## config.mk

```make
export PLATFORM = sky130hd
export DESIGN_NAME = triangle_tangent_basis
export DESIGN_NICKNAME = d
export VERILOG_FILES = /design/src/rtl/core/ttb_pkg.sv /design/src/rtl/core/triangle_tangent_basis.sv
export SDC_FILE = /design/constraint.sdc
export NUM_CORES = 2
export LEC_CHECK = 0
export ABC_CLOCK_PERIOD_IN_PS = 28300
export BUFFER_PORTS_ARGS = -buffer_cell sky130_fd_sc_hd__buf_2
export CORE_MARGIN = 2
export CORE_UTILIZATION = 47
export CTS_CLUSTER_SIZE = 10
export DETAILED_ROUTE_END_ITERATION = 12
export PLACE_DENSITY = 0.68
export SLEW_MARGIN = 20
export SYNTH_ARGS = -nofsm -noshare
export SYNTH_HDL_FRONTEND = slang
export SYNTH_SLANG_ARGS = --single-unit
```

## constraint.sdc

```tcl
create_clock -name clk -period 28.3 [get_ports clk]
set_input_delay 0 -clock clk [delete_from_list [all_inputs] [get_ports clk]]
set_output_delay 0 -clock clk [all_outputs]
set_load 0.01 [all_outputs]
```

## src/rtl/core/ttb_pkg.sv

```systemverilog
// ----------------------------------------------------------------------------
// ttb_pkg
// Shared constants, codes and the sequencer state type for the triangle
// tangent basis block.
// ----------------------------------------------------------------------------
package ttb_pkg;

  // default field widths
  localparam int POS_WIDTH_DEF = 32;
  localparam int UV_WIDTH_DEF  = 24;

  // result format: Q16.16, 32 bits
  localparam int OUT_W = 32;
  localparam int FRAC  = 16;

  // quotient bits worked out by the divider: bit 33 set means saturation
  localparam int QW = OUT_W + 2;

  // corner codes
  localparam int CORNER_W = 2;
  localparam logic [CORNER_W-1:0] CORNER_0 = 2'd0;
  localparam logic [CORNER_W-1:0] CORNER_1 = 2'd1;
  localparam logic [CORNER_W-1:0] CORNER_2 = 2'd2;

  // job codes: determinant, then tangent x/y/z, then bitangent x/y/z
  localparam int JOB_W = 3;
  localparam logic [JOB_W-1:0] JOB_DET = 3'd0;
  localparam logic [JOB_W-1:0] JOB_TX  = 3'd1;
  localparam logic [JOB_W-1:0] JOB_TY  = 3'd2;
  localparam logic [JOB_W-1:0] JOB_TZ  = 3'd3;
  localparam logic [JOB_W-1:0] JOB_BX  = 3'd4;
  localparam logic [JOB_W-1:0] JOB_BY  = 3'd5;
  localparam logic [JOB_W-1:0] JOB_BZ  = 3'd6;

  typedef enum logic [2:0] {
    ST_IDLE,
    ST_LOAD,
    ST_MUL,
    ST_MAG,
    ST_DIV,
    ST_RND,
    ST_FIN,
    ST_PUSH
  } state_t;

endpackage

```

## src/rtl/core/triangle_tangent_basis.sv

```systemverilog
// ----------------------------------------------------------------------------
// triangle_tangent_basis
// Tangent and bitangent of a triangle from its corner positions and texture
// coordinates, using one shared add/subtract unit under a small sequencer.
// ----------------------------------------------------------------------------
//  channel  direction  handshake            payload
//  in       input      in_valid / in_stall  corner, pos_x/y/z, tex_u/v
//  out      output     out_valid/out_stall  tangent_x/y/z, bitangent_x/y/z,
//                                           degenerate, clipped
//
//  Corner 0 and 1 transfers are held and corner 3 transfers dropped; none of
//  them busies the block. A corner 2 transfer is worked as shift-add products of
//  UV_WIDTH+1 steps and 34-step restoring divides, all on the one adder.
//  A zero determinant skips the tangent jobs and goes straight to the result.
//  in_stall is high while a triangle is being worked; the result register
//  lets corners of the next triangle in while out_stall holds a result.
//  Synchronous active-low reset; held corners are not cleared.
// ----------------------------------------------------------------------------
module triangle_tangent_basis #(
  parameter int POS_WIDTH = ttb_pkg::POS_WIDTH_DEF,
  parameter int UV_WIDTH  = ttb_pkg::UV_WIDTH_DEF
) (
  input  logic                                clk,
  input  logic                                rst_n,
  input  logic                                in_valid,
  output logic                                in_stall,
  input  logic [ttb_pkg::CORNER_W-1:0]        in_corner,
  input  logic signed [POS_WIDTH-1:0]         in_pos_x,
  input  logic signed [POS_WIDTH-1:0]         in_pos_y,
  input  logic signed [POS_WIDTH-1:0]         in_pos_z,
  input  logic signed [UV_WIDTH-1:0]          in_tex_u,
  input  logic signed [UV_WIDTH-1:0]          in_tex_v,
  output logic                                out_valid,
  input  logic                                out_stall,
  output logic signed [ttb_pkg::OUT_W-1:0]    out_tangent_x,
  output logic signed [ttb_pkg::OUT_W-1:0]    out_tangent_y,
  output logic signed [ttb_pkg::OUT_W-1:0]    out_tangent_z,
  output logic signed [ttb_pkg::OUT_W-1:0]    out_bitangent_x,
  output logic signed [ttb_pkg::OUT_W-1:0]    out_bitangent_y,
  output logic signed [ttb_pkg::OUT_W-1:0]    out_bitangent_z,
  output logic                                out_degenerate,
  output logic                                out_clipped
);
  import ttb_pkg::*;

  localparam int MW    = UV_WIDTH + 1;                 // uv delta
  localparam int EW    = POS_WIDTH + 1;                // edge
  localparam int NUMW  = POS_WIDTH + UV_WIDTH + 3;     // numerator
  localparam int DETW  = 2 * UV_WIDTH + 3;             // determinant
  localparam int ACCW  = (NUMW > DETW) ? NUMW : DETW;
  localparam int REMW  = ACCW + FRAC;
  localparam int DSHW  = ACCW + QW - 1;
  localparam int UW    = DSHW + 1;
  localparam int CNTN  = (MW > QW) ? MW : QW;
  localparam int CNTW  = $clog2(CNTN);
  localparam logic [QW:0] LIM_POS = (QW + 1)'((64'd1 << (OUT_W - 1)) - 64'd1);
  localparam logic [QW:0] LIM_NEG = (QW + 1)'(64'd1 << (OUT_W - 1));

  state_t state_r, state_nxt;

  logic [CNTW-1:0]  cnt_r;
  logic [JOB_W-1:0] job_r;
  logic             pass_r;
  logic             out_valid_r;

  // held corners and captured deltas
  logic signed [POS_WIDTH-1:0] hp_r [6];
  logic signed [UV_WIDTH-1:0]  ht_r [4];
  logic signed [POS_WIDTH-1:0] pos_in [3];
  logic signed [EW-1:0]        e1_r [3];
  logic signed [EW-1:0]        e2_r [3];
  logic signed [MW-1:0]        du1_r, dv1_r, du2_r, dv2_r;

  // working registers
  logic [MW-1:0]          mplr_r;
  logic signed [ACCW-1:0] mcand_r;
  logic signed [ACCW-1:0] acc_r;
  logic [ACCW-1:0]        det_mag_r;
  logic                   det_neg_r;
  logic [REMW-1:0]        rem_r;
  logic [DSHW-1:0]        dsh_r;
  logic [QW-1:0]          quo_r;
  logic                   qneg_r;
  logic                   rnd_r;
  logic                   clip_r;
  logic                   deg_r;
  logic [OUT_W-1:0]       res_r [6];

  logic [OUT_W-1:0] out_tx_r, out_ty_r, out_tz_r, out_bx_r, out_by_r, out_bz_r;
  logic             out_deg_r, out_clip_r;

  // shared unit
  logic [UW-1:0] unit_a, unit_b, unit_sum;
  logic          unit_sub;

  logic                   in_xfer;
  logic                   push_ok;
  logic                   mul_last, div_last;
  logic                   acc_zero;
  logic [1:0]             kidx;
  logic signed [EW-1:0]   e1_sel, e2_sel;
  logic [MW-1:0]          op_mplr;
  logic signed [ACCW-1:0] op_mcand;
  logic [QW:0]            fin_q, fin_lim;
  logic                   fin_over;
  logic [OUT_W-1:0]       fin_mag, fin_val;

  assign pos_in[0] = in_pos_x;
  assign pos_in[1] = in_pos_y;
  assign pos_in[2] = in_pos_z;

  assign in_xfer  = in_valid && !in_stall;
  assign push_ok  = !out_valid_r || !out_stall;
  assign mul_last = (cnt_r == CNTW'(MW - 1));
  assign div_last = (cnt_r == CNTW'(QW - 1));
  assign acc_zero = (acc_r == '0);

  assign unit_sum = unit_a + (unit_b ^ {UW{unit_sub}}) + UW'(unit_sub);

  // operand selection for the current job and pass
  always_comb begin
    kidx = 2'd0;
    case (job_r)
      JOB_TY, JOB_BY: kidx = 2'd1;
      JOB_TZ, JOB_BZ: kidx = 2'd2;
      default:        kidx = 2'd0;
    endcase
  end

  assign e1_sel = e1_r[kidx];
  assign e2_sel = e2_r[kidx];

  always_comb begin
    op_mplr  = '0;
    op_mcand = '0;
    case (job_r)
      JOB_DET: begin
        op_mplr  = pass_r ? du2_r : du1_r;
        op_mcand = pass_r ? ACCW'(dv1_r) : ACCW'(dv2_r);
      end
      JOB_TX, JOB_TY, JOB_TZ: begin
        op_mplr  = pass_r ? dv1_r : dv2_r;
        op_mcand = pass_r ? ACCW'(e2_sel) : ACCW'(e1_sel);
      end
      JOB_BX, JOB_BY, JOB_BZ: begin
        op_mplr  = pass_r ? du2_r : du1_r;
        op_mcand = pass_r ? ACCW'(e1_sel) : ACCW'(e2_sel);
      end
      default: begin
        op_mplr  = '0;
        op_mcand = '0;
      end
    endcase
  end

  // rounding, saturation and sign of one quotient
  always_comb begin
    fin_q    = {1'b0, quo_r} + (QW + 1)'(rnd_r);
    fin_lim  = qneg_r ? LIM_NEG : LIM_POS;
    fin_over = (fin_q > fin_lim);
    fin_mag  = fin_over ? fin_lim[OUT_W-1:0] : fin_q[OUT_W-1:0];
    fin_val  = qneg_r ? (OUT_W'(0) - fin_mag) : fin_mag;
  end

  // next state
  always_comb begin
    state_nxt = state_r;
    case (state_r)
      ST_IDLE: if (in_xfer && in_corner == CORNER_2) state_nxt = ST_LOAD;
      ST_LOAD: state_nxt = ST_MUL;
      ST_MUL: begin
        if (mul_last) state_nxt = pass_r ? ST_MAG : ST_LOAD;
      end
      ST_MAG: begin
        if (job_r == JOB_DET) state_nxt = acc_zero ? ST_PUSH : ST_LOAD;
        else state_nxt = ST_DIV;
      end
      ST_DIV: if (div_last) state_nxt = ST_RND;
      ST_RND: state_nxt = ST_FIN;
      ST_FIN: state_nxt = (job_r == JOB_BZ) ? ST_PUSH : ST_LOAD;
      ST_PUSH: if (push_ok) state_nxt = ST_IDLE;
      default: state_nxt = ST_IDLE;
    endcase
  end

  // outputs of the sequencer: stall and shared unit controls
  always_comb begin
    in_stall = (state_r != ST_IDLE);
    unit_a   = '0;
    unit_b   = '0;
    unit_sub = 1'b0;
    case (state_r)
      ST_MUL: begin
        unit_a   = UW'(acc_r);
        unit_b   = UW'(mcand_r);
        // multiplier sign bit has negative weight; second product subtracts
        unit_sub = mul_last ^ pass_r;
      end
      ST_MAG: begin
        unit_b   = UW'(acc_r);
        unit_sub = acc_r[ACCW-1];
      end
      ST_DIV: begin
        unit_a   = UW'(rem_r);
        unit_b   = UW'(dsh_r);
        unit_sub = 1'b1;
      end
      ST_RND: begin
        unit_a   = UW'({rem_r, 1'b0});
        unit_b   = UW'(det_mag_r);
        unit_sub = 1'b1;
      end
      default: begin
        unit_a   = '0;
        unit_b   = '0;
        unit_sub = 1'b0;
      end
    endcase
  end

  // control registers
  always_ff @(posedge clk) begin
    if (!rst_n) begin
      state_r     <= ST_IDLE;
      cnt_r       <= '0;
      job_r       <= JOB_DET;
      pass_r      <= 1'b0;
      out_valid_r <= 1'b0;
    end else begin
      state_r <= state_nxt;
      case (state_r)
        ST_IDLE: begin
          job_r  <= JOB_DET;
          pass_r <= 1'b0;
        end
        ST_LOAD: cnt_r <= '0;
        ST_MUL: begin
          cnt_r <= cnt_r + CNTW'(1);
          if (mul_last && !pass_r) pass_r <= 1'b1;
        end
        ST_MAG: begin
          cnt_r  <= '0;
          pass_r <= 1'b0;
          if (job_r == JOB_DET) job_r <= JOB_TX;
        end
        ST_DIV: cnt_r <= cnt_r + CNTW'(1);
        ST_FIN: begin
          pass_r <= 1'b0;
          job_r  <= job_r + JOB_W'(1);
        end
        default: ;
      endcase
      if (state_r == ST_PUSH && push_ok) out_valid_r <= 1'b1;
      else if (out_valid_r && !out_stall) out_valid_r <= 1'b0;
    end
  end

  // datapath registers
  always_ff @(posedge clk) begin
    case (state_r)
      ST_IDLE: begin
        if (in_xfer) begin
          case (in_corner)
            CORNER_0: begin
              for (int k = 0; k < 3; k++) hp_r[k] <= pos_in[k];
              ht_r[0] <= in_tex_u;
              ht_r[1] <= in_tex_v;
            end
            CORNER_1: begin
              for (int k = 0; k < 3; k++) hp_r[3 + k] <= pos_in[k];
              ht_r[2] <= in_tex_u;
              ht_r[3] <= in_tex_v;
            end
            CORNER_2: begin
              for (int k = 0; k < 3; k++) begin
                e1_r[k] <= EW'(hp_r[3 + k]) - EW'(hp_r[k]);
                e2_r[k] <= EW'(pos_in[k]) - EW'(hp_r[k]);
              end
              du1_r  <= MW'(ht_r[2]) - MW'(ht_r[0]);
              dv1_r  <= MW'(ht_r[3]) - MW'(ht_r[1]);
              du2_r  <= MW'(in_tex_u) - MW'(ht_r[0]);
              dv2_r  <= MW'(in_tex_v) - MW'(ht_r[1]);
              clip_r <= 1'b0;
              deg_r  <= 1'b0;
            end
            default: ;
          endcase
        end
      end
      ST_LOAD: begin
        mplr_r  <= op_mplr;
        mcand_r <= op_mcand;
        if (!pass_r) acc_r <= '0;
      end
      ST_MUL: begin
        if (mplr_r[0]) acc_r <= unit_sum[ACCW-1:0];
        mplr_r  <= mplr_r >> 1;
        mcand_r <= mcand_r <<< 1;
      end
      ST_MAG: begin
        if (job_r == JOB_DET) begin
          det_mag_r <= unit_sum[ACCW-1:0];
          det_neg_r <= acc_r[ACCW-1];
          deg_r     <= acc_zero;
        end else begin
          rem_r  <= {unit_sum[ACCW-1:0], {FRAC{1'b0}}};
          dsh_r  <= {det_mag_r, {(QW - 1){1'b0}}};
          qneg_r <= acc_r[ACCW-1] ^ det_neg_r;
        end
      end
      ST_DIV: begin
        if (!unit_sum[UW-1]) rem_r <= unit_sum[REMW-1:0];
        quo_r <= {quo_r[QW-2:0], ~unit_sum[UW-1]};
        dsh_r <= dsh_r >> 1;
      end
      ST_RND: rnd_r <= ~unit_sum[UW-1];
      ST_FIN: begin
        res_r[job_r - JOB_TX] <= fin_val;
        clip_r                <= clip_r | fin_over;
      end
      ST_PUSH: begin
        if (push_ok) begin
          out_tx_r   <= deg_r ? '0 : res_r[0];
          out_ty_r   <= deg_r ? '0 : res_r[1];
          out_tz_r   <= deg_r ? '0 : res_r[2];
          out_bx_r   <= deg_r ? '0 : res_r[3];
          out_by_r   <= deg_r ? '0 : res_r[4];
          out_bz_r   <= deg_r ? '0 : res_r[5];
          out_deg_r  <= deg_r;
          out_clip_r <= clip_r & ~deg_r;
        end
      end
      default: ;
    endcase
  end

  assign out_valid       = out_valid_r;
  assign out_tangent_x   = out_tx_r;
  assign out_tangent_y   = out_ty_r;
  assign out_tangent_z   = out_tz_r;
  assign out_bitangent_x = out_bx_r;
  assign out_bitangent_y = out_by_r;
  assign out_bitangent_z = out_bz_r;
  assign out_degenerate  = out_deg_r;
  assign out_clipped     = out_clip_r;

endmodule

```

* Word level (Yosys, flattened, before mapping)
Memory sizes are Yosys's and may differ from the RTL's. A register that Yosys moved wholly into a read port is not among the register bits.
Index checks and enable logic that the tools add are counted.
** Operators by class
- Muxes and demuxes :: 74
- $add $sub $neg :: 17
- Equality and inequality tests :: 29
- Reductions and logical operators :: 49
- Bitwise gates (word level) :: 8
- $lt $le $gt $ge :: 1
** Operators with widths (count)
- $pmux 93 s4 :: 1
- $mux 59 :: 5
- $pmux 93 s3 :: 1
- $pmux 59 s2 :: 2
- $sub 32x32->33 :: 6
- $mux 32 :: 6
- $pmux 92 s2 :: 1
- $pmux 59 s3 :: 1
- $mux 75 :: 2
- $pmux 75 s2 :: 1
- $pmux 25 s2 :: 2
- $sub 24x24->25 :: 4
- $reduce_or 32->1 :: 3
- $add 93x1->93 :: 1
- $add 93x93->93 :: 1
- $xor 93x93->93 :: 1
- $mux 92 :: 1
- $logic_not 59->1 :: 1
- $mux 25 :: 2
- $mux 24 :: 2
- $reduce_or 24->1 :: 2
- $add 34x1->35 :: 1
- $gt 35x32->1 :: 1
- $mux 3 :: 11
- other kinds (37) :: 119
** Storage, ports and cells
- Memories :: 5
- Memory bits (writable) :: 678
- Bits in registers :: 524
- Word-level logic and storage cells :: 206
- Output and inout bits :: 196
- Input bits :: 150
** Memory list
- hp_r :: depth 6, bits a word 32, rd ports 6, clocked after Yosys merged registers in 0, wr ports 3, RTL line triangle_tangent_basis.sv:67 : logic signed [POS_WIDTH-1:0] hp_r [6];
- res_r :: depth 6, bits a word 32, rd ports 6, clocked after Yosys merged registers in 6, wr ports 1, RTL line triangle_tangent_basis.sv:87 : logic [OUT_W-1:0] res_r [6];
- e1_r :: depth 3, bits a word 33, rd ports 1, clocked after Yosys merged registers in 0, wr ports 3, RTL line triangle_tangent_basis.sv:70 : logic signed [EW-1:0] e1_r [3];
- e2_r :: depth 3, bits a word 33, rd ports 1, clocked after Yosys merged registers in 0, wr ports 3, RTL line triangle_tangent_basis.sv:71 : logic signed [EW-1:0] e2_r [3];
- ht_r :: depth 4, bits a word 24, rd ports 4, clocked after Yosys merged registers in 0, wr ports 2, RTL line triangle_tangent_basis.sv:68 : logic signed [UV_WIDTH-1:0] ht_r [4];

* Logic depth before layout (Yosys ltp)
- Word-level depth :: 8
- Gate-level depth with buffers :: 27

* Least setup slack after synthesis
Ideal clock, no wire load.
- Kind :: register to register
- Start point :: register state_r[2]
- End point :: memory hp_r[3][0] (netlist bit), enable pin
- Stages on the path, launching flop included :: 6
- Data arrival time :: 11472 ps
- Path slack :: 15975 ps
- Data required time :: 27448 ps
- Cell sequence :: dfxtp_1 -> buf_2 -> clkbuf_1 -> nor3_1 -> nand2_1 -> nor3b_1
** RTL lines
- start: declaration :: RTL line triangle_tangent_basis.sv:59 : state_t state_r, state_nxt;
- start signal: assignment :: RTL line triangle_tangent_basis.sv:230 : state_r <= state_nxt;
- end: declaration :: RTL line triangle_tangent_basis.sv:67

* Final worst setup path
- Start point :: register state_r[0]
- End point :: register rem_r[12], enable pin
** Between the ends
- Word-level cells in the longest chain between the ends :: 8
** RTL lines
- $eq 3x3->1, on equally long branches :: RTL line triangle_tangent_basis.sv:192, triangle_tangent_basis.sv:260
- $reduce_or 2->1 (no source line)
- $pmux 1 s3 :: RTL line triangle_tangent_basis.sv:192 : case (state_r)
- $xor 93x93->93 :: RTL line triangle_tangent_basis.sv:118 : assign unit_sum = unit_a + (unit_b ^ {UW{unit_sub}}) + UW'(unit_sub);
- $add 93x93->93 :: RTL line triangle_tangent_basis.sv:118
- $add 93x1->93 :: RTL line triangle_tangent_basis.sv:118
- $ne 2x2->1 (no source line)
- $reduce_and 3->1 (no source line) *
- end signal: assignment :: RTL line triangle_tangent_basis.sv:306 : rem_r <= {unit_sum[ACCW-1:0], {FRAC{1'b0}}};
- end signal: assignment :: RTL line triangle_tangent_basis.sv:312 : if (!unit_sum[UW-1]) rem_r <= unit_sum[REMW-1:0];
- end: declaration :: RTL line triangle_tangent_basis.sv:80 : logic [REMW-1:0] rem_r;
Mark *: on every way between the ends. The rest lies on a longest branch, timed or not.
A chain may end at the register's enable or synchronous reset.

==> reports/qor.txt <==
critical path startpoint: state_r[0]
row cnt: 145
worst r2r path cells: 22
outcome: finished clean
final hold viol count: 0
clock group share of total power: 26.1%
sw frac: 37.03%
post-route clock period utilization: 29.85%
final hold slack: 0.05448 ns
Post-Route Skew: 0.07934 ns
Setup CP Type: reg -> reg
initial core utilization: 47.22%
unrepaired setup endpoints after global routing: no
Arrival @ worst endpoint: 8.86 ns
deepest clock path buffer count: 3
die width: 399.9 um
DRC errors left: 0
top_reg_cell synth: edfxtp_1
Reg2Reg Setup Slack: 19.85 ns
post-synth net total: 6876
number of flops mapped to enable cells by yosys: 1380
Worst Hold Depth: 2
HP Class: in -> reg
area leader, netlist: edfxtp_1
Fin Setup TNS: 0 ns
crit-path max FO: 116
Worst setup SP type: register
grt total ovfl: 0
Mapped Cells: 6291
Power Internal: 4.683 mW
total core area: 156000 um^2
Vias/cell: 5.721
area delta synth->final: 16.00%
Total Power: 7.436 mW
pwr/cell area: 87.00 nW/um^2
area of the mapped netlist: 73680 um^2
pre-CTS setup slack: 19.88 ns
vias in the first global route: 50630
nets: 7499
CTS tree: yes
Setup Viol. Count Final: 0
CTS Sinks: 1394
I/O Pins: 346
Syn Area/Cell: 11.71 um^2
Antenna Violating Nets Remaining: 0
crit path capture type: register
DRT Wirelength: 192700 um
Worst setup endpoint: rem_r[12]
global placer's final weighted congestion: 0.9293
Max VDD drop: 0.08746 mV
FFs w/ async S/R, synth: 0%
initial antenna violation count: 11
synthesized flop and latch total: 1394
full die area: 160000 um^2
First-pass DRT Iterations: 5
Area contributors post-synth: edfxtp_1 (56%), ha_1 (7.2%), xnor2_1 (3.6%)
detailed-route wire length per cell: 21.31 um
synth warn: 0
FILL cells: 12980
layout cells sized above 1: 10.23%
Comb pwr share: 35.9%
max_cap viols: 0
reg2reg end: rem_r[12]
Clock Pin Slew Worst Setup and Hold Paths: 0.06 ns
DR iter-0 viols: 4267
CTS Buf Count: 165
multi-input logic area: 29990 um^2
Tightest Pin Transition: 1.168 ns
Max Slew Vio Count: 0
post-CTS sizing: 0
final setup margin: 19.85 ns
top-area cell type share of the netlist area: 56.24%
largest net degree at the start of global routing: 150
leakage power: 32.95 nW
worst endpoint required time: 28.71 ns
PortBufs: 345
Distinct cells, synth: 95
Max Freq: 0.1184 GHz
sequential cell area: 41730 um^2
relative slew slack: 22.11%
Die Span Y: 399.9 um
post-layout util: 54.78%
CTS root buf: clkbuf_16
worst skew pair latency: 0.83 ns
H-tree levels: 4
register share of total power: 38.0%
vias after detailed routing: 51760
sequential share of the synthesized area: 56.62%
reg2reg start: state_r[0]
minimum clock period: 8.448 ns
hpwl dp: 134500 um
Overall Global Routing Usage: 23.78%
first-pass GRT wire length: 295500 um
switching pwr: 2.753 mW
[cell families (layout without fill, tap and decap cells)]
kind of cell    Yosys count  in the layout  share of synthesized area, %
simple gates           1774           1774                         11.81
compound gates         1523           1523                         13.66
flops                  1394           1394                         56.62
buf+inv                 570           1260                         2.943
fa+ha+maj               435            435                         7.499
xor+xnor                389            389                         4.644
mux                     206            206                         2.816
other cells               0              7                             0
[critical path, stage by stage (launching register included)]
cell	delay [ns]
dfxtp_4	0.67
inv_1	0.44
nand3b_1	0.20
buf_4	0.58
inv_6	0.45
buf_12	0.38
and2_1	0.25
a21oi_1	0.12
nand3_1	0.12
xnor2_1	0.27
fa_1	0.26
a21oi_1	0.13
o211ai_2	0.21
a31oi_1	0.18
o31a_1	0.44
a211o_1	0.37
o31a_1	0.40
o32ai_4	0.34
a32oi_1	0.17
and4b_1	0.23
o31ai_2	0.29
a21o_2	0.76
buf_4	0.64
[flip-flops by register name (all words and copies together), names as in the netlist, 32 cells and up]
signal           flops
hp_r               192
res_r              192
e1_r                99
e2_r                99
ht_r                96
dsh_r               92
rem_r               75
acc_r               59
det_mag_r           59
mcand_r             59
quo_r               34
out_bitangent_x     32
out_bitangent_y     32
out_bitangent_z     32
out_tangent_x       32
out_tangent_y       32
out_tangent_z       32
[layout by cell type, fill, tap and decap left out, types with 41 or more instances in the layout]
master / instances
o21a_1: 89
a221oi_1: 47
nor3_1: 79
clkbuf_16: 166
nand2b_1: 67
edfxtp_1: 1380
o21ai_0: 336
nand2_1: 550
xnor2_1: 301
dlygate4sd3_1: 286
and3_1: 41
nor2b_1: 256
nand3_1: 122
mux2i_1: 196
buf_4: 59
ha_1: 424
xor2_1: 86
a21o_1: 177
a21oi_1: 410
nand4_1: 48
buf_2: 345
inv_1: 329
o221ai_1: 54
nor2_1: 356
a221o_1: 46
and2_1: 104
[per-stage QoR]
| stage | area, um^2 | instances |
|---|---|---|
| floorplan | 73680 | 6291 |
| global placement | 77760 | 8519 |
| detailed placement | 77760 | 8519 |
| CTS | 85440 | 9039 |
| global route | 85460 | 9042 |
| finish | 85470 | 9046 |
[metal layers]
metal  vias to the layer above  global-route usage, %  wire length [um]
li1                      24540                      -                 -
met1                     25230                  31.72             82350
met2                      1698                  40.33             93800
met3                       287                  3.372             11530
met4                         8                  7.036              5006
met5                         -                      0                49
[final cells by class]
cell class	instances	share of cell area, %
Timing Repair Buffer	693	5.948
Sequential cell	1394	48.82
Tap cell	2058	3.013
Clock buffer	198	5.012
Antenna cell	7	0.02049
Inverter	333	1.470
Multi-Input combinational cell	4327	35.09
Clock inverter	36	0.6280
[power by group through the flow]
stage	clock, mW	combinational, mW	sequential [mW]
after detailed placement	0	2.59	2.86
after floorplan	0	1.82	2.87
after global placement	0	2.55	2.86
final	1.94	2.67	2.82
after global routing	2.05	2.91	2.84
after CTS	1.97	2.64	2.82
[cell usage after synthesis (54+ instances only)]
library cell,n
a21o_1,178
inv_1,331
ha_1,424
nand3_1,122
clkbuf_1,185
o221ai_1,54
edfxtp_1,1380
and2_1,104
nor2b_1,256
o21a_1,89
nand2_1,550
xnor2_1,301
a21oi_1,417
nor3_1,82
o21ai_0,337
mux2i_1,198
xor2_1,86
nand2b_1,69
nor2_1,364
[timing repair]
action	in CTS	in global routing
setup buffers	0	0
setup endpoints to repair	0	0
hold endpoints to repair	559	0
hold buffers	286	0
[worst min-delay path by stage]
| stage | startpoint | to | slack, ns |
|---|---|---|---|
| floorplan | in_pos_x[0] | hp_r[0][0] | 0.1 |
| global placement | in_pos_y[24] | hp_r[4][24] | 0.21 |
| detailed placement | in_pos_y[31] | hp_r[1][31] | 0.21 |
| CTS | in_pos_x[1] | hp_r[3][1] | 0.0006 |
| global route | in_pos_z[2] | hp_r[2][2] | 0.02 |
| finish | in_pos_x[1] | hp_r[3][1] | 0.05 |
(Power assumes the default switching activity.)
